<file path="src/hdl/xasd_pkg.sv">
// Shared types and constants for the XOR archive stream deframer.
`default_nettype none

package xasd_pkg;

	// Parser phases, one-hot.
	typedef enum logic [9:0] {
		PH_MAGIC   = 10'b00_0000_0001,
		PH_VERSION = 10'b00_0000_0010,
		PH_FLAG    = 10'b00_0000_0100,
		PH_NAMELEN = 10'b00_0000_1000,
		PH_NAME    = 10'b00_0001_0000,
		PH_SIZE    = 10'b00_0010_0000,
		PH_TIME    = 10'b00_0100_0000,
		PH_BODY    = 10'b00_1000_0000,
		PH_TRAIL   = 10'b01_0000_0000,
		PH_DROP    = 10'b10_0000_0000
	} phase_t;

	// Section codes as seen on the output.
	localparam logic [3:0] SEC_MAGIC   = 4'd0;
	localparam logic [3:0] SEC_VERSION = 4'd1;
	localparam logic [3:0] SEC_FLAG    = 4'd2;
	localparam logic [3:0] SEC_NAMELEN = 4'd3;
	localparam logic [3:0] SEC_NAME    = 4'd4;
	localparam logic [3:0] SEC_SIZE    = 4'd5;
	localparam logic [3:0] SEC_TIME    = 4'd6;
	localparam logic [3:0] SEC_BODY    = 4'd7;
	localparam logic [3:0] SEC_TRAIL   = 4'd8;
	localparam logic [3:0] SEC_DROP    = 4'd9;

	localparam logic [1:0] FAULT_NONE    = 2'd0;
	localparam logic [1:0] FAULT_MAGIC   = 2'd1;
	localparam logic [1:0] FAULT_VERSION = 2'd2;
	localparam logic [1:0] FAULT_RECORDS = 2'd3;

	localparam logic [7:0] KEY_RESET = 8'hF7;
	localparam logic [7:0] FLAG_END  = 8'h80;
	localparam logic [7:0] VERSION_BYTE = 8'h00;

	// Register word indexes on the config port.
	localparam logic REG_KEY = 1'b0;

	typedef struct packed {
		logic [7:0]  plain_byte;
		logic [3:0]  section;
		logic [7:0]  record_number;
		logic        field_end;
		logic [31:0] size_value;
		logic [8:0]  records_seen;
		logic [1:0]  fault;
	} result_t;

	function automatic logic [7:0] magic_byte(input logic [1:0] pos);
		logic [7:0] b;
		case (pos)
			2'd0: b = 8'hC0;
			2'd1: b = 8'h4A;
			2'd2: b = 8'hC0;
			default: b = 8'hBA;
		endcase
		return b;
	endfunction

endpackage

`default_nettype wire

</file>
<file path="src/hdl/xasd_regs.sv">
// APB configuration register holding the XOR key.
`default_nettype none

module xasd_regs
	import xasd_pkg::*;
(
	input  wire logic        clk,
	input  wire logic        arst_n,
	input  wire logic        psel,
	input  wire logic        penable,
	input  wire logic        pwrite,
	input  wire logic [2:0]  paddr,
	input  wire logic [31:0] pwdata,
	output logic [31:0]      prdata,
	output logic             pready,
	output logic [7:0]       xor_key
);

	logic [7:0] key_q;

	assign pready  = 1'b1;
	assign xor_key = key_q;

	always_ff @(posedge clk or negedge arst_n) begin
		if (!arst_n) begin
			key_q <= KEY_RESET;
		end else if (psel && penable && pwrite && (paddr[2] == REG_KEY)) begin
			key_q <= pwdata[7:0];
		end
	end

	always_comb begin
		prdata = '0;
		if (paddr[2] == REG_KEY) begin
			prdata = {24'd0, key_q};
		end
	end

endmodule

`default_nettype wire

</file>
<file path="config.mk">
export PLATFORM = sky130hd
export DESIGN_NAME = xasd_regs
export DESIGN_NICKNAME = d
export VERILOG_FILES = /design/src/hdl/xasd_pkg.sv /design/src/hdl/xasd_regs.sv
export SDC_FILE = /design/constraint.sdc
export NUM_CORES = 1
export LEC_CHECK = 0
export BUFFER_PORTS_ARGS = -buffer_cell sky130_fd_sc_hd__buf_4
export CAP_MARGIN = 20
export CORE_MARGIN = 3
export CORE_UTILIZATION = 33
export CTS_BUF_LIST = sky130_fd_sc_hd__clkbuf_8
export DETAILED_ROUTE_END_ITERATION = 10
export MAX_ROUTING_LAYER = met4
export PLACE_DENSITY = 0.95
export SLEW_MARGIN = 20
export SYNTH_ARGS = -nofsm -noshare
export SYNTH_HDL_FRONTEND = slang
export SYNTH_SLANG_ARGS = --single-unit
</file>
<file path="constraint.sdc">
create_clock -name clk -period 1.75 [get_ports clk]
set_clock_uncertainty 0.1 [all_clocks]
set_input_delay 0 -clock clk [delete_from_list [all_inputs] [get_ports clk]]
set_output_delay 0 -clock clk [all_outputs]
set_load 0.03 [all_outputs]
</file>
Yosys cells after proc, flatten, opt, wreduce, memory -nomap -nowiden

Cells that the tools add are included.

Input bits: 40
Word-level logic and storage cells: 6
Bits in registers: 8

Mux-type cells: 1
Reductions and logical operators: 3
Bitwise logic cells: 1

Operators by type and width:

| kind                | number |
|---|---|
| $mux W8             | 1 |
| $logic_and A1 B1 Y1 | 3 |
| $not A1 Y1          | 1 |

Logic depth before layout (Yosys ltp)

Depth after elaboration: 3
Gate-level depth with buffers: 2

Worst setup path before layout

Ideal clock, no wire load.

Kind: reg-to-reg
From: register, netlist name xor_key[3]
To: register key_q[3] (netlist: xor_key[3])
Path buffers: 0
Period minus slack after synthesis: 991 ps
Library setup time: 125 ps
Path slack: 759 ps
Stages on the path, launching flop included: 2
Arrival: 766 ps
Path through: dfrtp_1 -> mux2_2

RTL lines:

| item                   | line            | RTL |
|---|---|---|
| end signal: assignment | xasd_regs.sv:28 | `key_q <= pwdata[7:0];` |
| end: declaration       | xasd_regs.sv:19 | `logic [7:0] key_q;` |

Worst setup path in the final report

From: register key_q[0] (netlist: xor_key[0])
To: output prdata[0]

Longest elaborated chain between the ends: 1

Ends and longest elaborated chain:

| item             | line            | RTL |
|---|---|---|
| $mux W8          | xasd_regs.sv:34 | `if (paddr[2] == REG_KEY) begin` |
| end: declaration | xasd_regs.sv:14 | `output logic [31:0] prdata,` |

Every way passes these cells.

==> key figures <==
Final layout
  • Synth-to-layout area growth: 47.9%
  • Number of flip-flops under the largest register name: 8
  • Final core utilization: 0.546
  • Post-layout net count: 133
  • Antenna fix cells: 0
  • Number of non-filler instances in the completed layout: 116
  • Layout cells sized above 1: 0.609
  • Number of filler instances in the final layout: 115

Synthesis
  • Synthesized flop and latch total: 8
  • Main combinational cell family by area after synthesis: buffers and inverters
  • Post-synthesis instance total: 52
  • Sequential cell area fraction in the yosys report: 0.355
  • Number of distinct standard cells referenced by the synthesized netlist: 7
  • Post-Synthesis Cell Area: 588 um2
  • Adder and majority cell fraction of the synthesized area: 0
  • Syn Area/Cell: 11.3 um2
  • Share of synthesized cell area in and, or, nand and nor gates: 0.160
  • Xor/xnor cell area share of the yosys netlist: 0
  • Proportion of synthesized area in mux cells: 0.153
  • Compound-Gate Fraction of Synth Area: 0
  • Yosys warning total: 0

Timing
  • Final count of hold timing violations: 0
  • Minimum clock period after layout: 1.17 ns
  • Max-slew violations: 0
  • Final setup viols: 0
  • Total negative slack: 0 ns
  • RSZ-0062 raised after global routing: no
  • Part of the cycle the worst path needs: 0.666
  • Achievable Freq: 858 MHz

Global route
  • Final global-route overflow total: 0
  • Total routing usage reported by global routing: 0.147
  • Pin count of the biggest net entering global routing: 10
  • Global-route wire length before repair: 2200 um
  • Antenna violations before repair: 0
  • Vias in the first global route: 443

Floorplan
  • Area inside the core boundary: 1590 um2
  • Number of top-level design ports: 81
  • Standard-cell row count: 14
  • Die Wd: 48.2 um
  • Initial standard-cell utilization of the core: 0.369
  • Die H: 48.2 um
  • Die outline area: 2320 um2

Clocking
  • Clk slew on worst S/H paths: 0.05 ns
  • Inserted Clock Buffers: 3
  • Bufs on Longest Clock Path: 2
  • Number of sinks driven by the clock tree: 8
  • Clock H-tree levels: 1
  • Clock tree from TritonCTS: done
  • Clock root buffer: clkbuf_8
  • Skew-Pair Late Insertion Delay: 0.22 ns

Pwr
  • Power density over the cells: 1100 nW/um2
  • Proportion of power drawn by combinational gates: 0.457
  • Power after layout: 957 uW
  • Register share of total power: 0.301
  • Peak supply drop: 0.000849 V
  • Switching power: 387 uW
  • Cell-internal power: 570 uW
  • Part of the total power dissipated in the clock network: 0.242
  • Switching Fraction: 0.404
  • P_leak: 0.466 nW

Route
  • ANT nets after route: 0
  • Router iterations before antenna repair: 1
  • Final routed wirelength across all metal layers: 1460 um
  • Violation count after the first detailed-route iteration: 0
  • DR vias/cell: 3.72
  • Routed len/inst: 12.6 um
  • Remaining routing DRC violations: 0
  • Number of vias after detailed routing: 431

Setup path
  • Reg2reg path depth: 1
  • Worst Path Required: 1.65 ns
  • Data arrival time of the worst path: 1.07 ns
  • Critical path class: flop to output pin
  • Top fanout value on the critical path: 3
  • Endpoint class of the critical path: output pin
  • CP Launch Type: flop

Placed design
  • Cells after DPL: 103
  • Placer's final routability congestion estimate: 0.710
  • Number of buffers added on ports: 29
  • Post-detail-place hpwl: 927 um

Flow run
  • Max-cap check violation count: 0

Outcome
  • Status: complete, no violations

Hold path
  • Kind of path behind the tightest hold check: input port to async pin
synth_stat cells:
cell type  instances  share of area
and2b_2            8           0.12
dfrtp_1            1          0.043
mux2_2             8           0.15
dfstp_2            7           0.31
conb_1             2          0.013
nand4b_4           1          0.040
buf_4             25           0.32
cell type report:
class / instances / area [um2] / area share
Timing Repair Buffer: 38 / 308 / 0.354
Multi-Input combinational cell: 42 / 278 / 0.319
Sequential cell: 8 / 209 / 0.240
Clock buffer: 3 / 41.3 / 0.0475
Tap cell: 24 / 30.0 / 0.0345
Clock inverter: 1 / 3.75 / 0.00432
final timing paths:
check | start | end | slack, ns
worst max-delay path | xor_key[0] | prdata[0] | 0.58
worst min-delay path | arst_n | xor_key[3] | 0.02
worst max register to register | xor_key[3] | xor_key[3] | 0.87
worst min register to register | xor_key[3] | xor_key[3] | 0.46
max in group asynchronous | arst_n | xor_key[4] | 1.30
min in group clk | penable | xor_key[3] | 0.13
routing by layer:
layer  track usage  part of all wire  wire (um)
met1         0.168              0.37        534
met2         0.229              0.48        698
met5             -                 0          0
met4        0.0484                 0          0
met3        0.0627              0.15        225
logic make-up after synthesis:
logic type    Yosys count
simple gates            9
mux                     8
flops                   8
buf+inv                25
other cells             2
what timing repair did:
item / in CTS / in global routing
gates resized for setup: 0 / 0
buffers inserted: 0 / 0
endpoints found under the hold margin: 16 / 0
hold buffers: 9 / 0
endpoints found under the setup margin: 0 / 0
critical path, stage by stage (launching register included):
cell     delay, ns
dfstp_2       0.54
and2b_2       0.14
buf_4         0.15
layout by cell type (no fill, tap or decap):
| cell | synthesis | routed |
|---|---|---|
| buf_4 | 25 | 29 |
| conb_1 | 2 | 25 |
| dlygate4sd3_1 | 0 | 9 |
| and2b_2 | 8 | 8 |
| mux2_2 | 8 | 8 |
| dfstp_2 | 7 | 7 |
| clkbuf_8 | 0 | 3 |
| nand4b_4 | 1 | 1 |
| inv_1 | 0 | 1 |
| dfrtp_1 | 1 | 1 |
per-stage QoR:
| step | setup WS [ns] | instance area (um2) | hold slack [ns] |
|---|---|---|---|
| 2_1_floorplan | 0.759 | 674 | -0.396 |
| 3_3_place_gp | 0.829 | 734 | -0.280 |
| 3_5_place_dp | 0.810 | 734 | -0.276 |
| 4_1_cts | 0.582 | 870 | 0.0230 |
| 5_1_grt | 0.549 | 870 | 0.0219 |
| 6_report | 0.584 | 870 | 0.0240 |
power by group through the flow:
stage	Combinational, mW	Sequential, mW	Clock [mW]
6_report	0.437	0.288	0.231
5_1_grt	0.460	0.294	0.248
4_1_cts	0.431	0.285	0.234
3_5_place_dp	0.414	0.285	0
3_3_place_gp	0.406	0.282	0
2_1_floorplan	0.231	0.367	0
No activity file was read; power rests on OpenSTA's default activity.
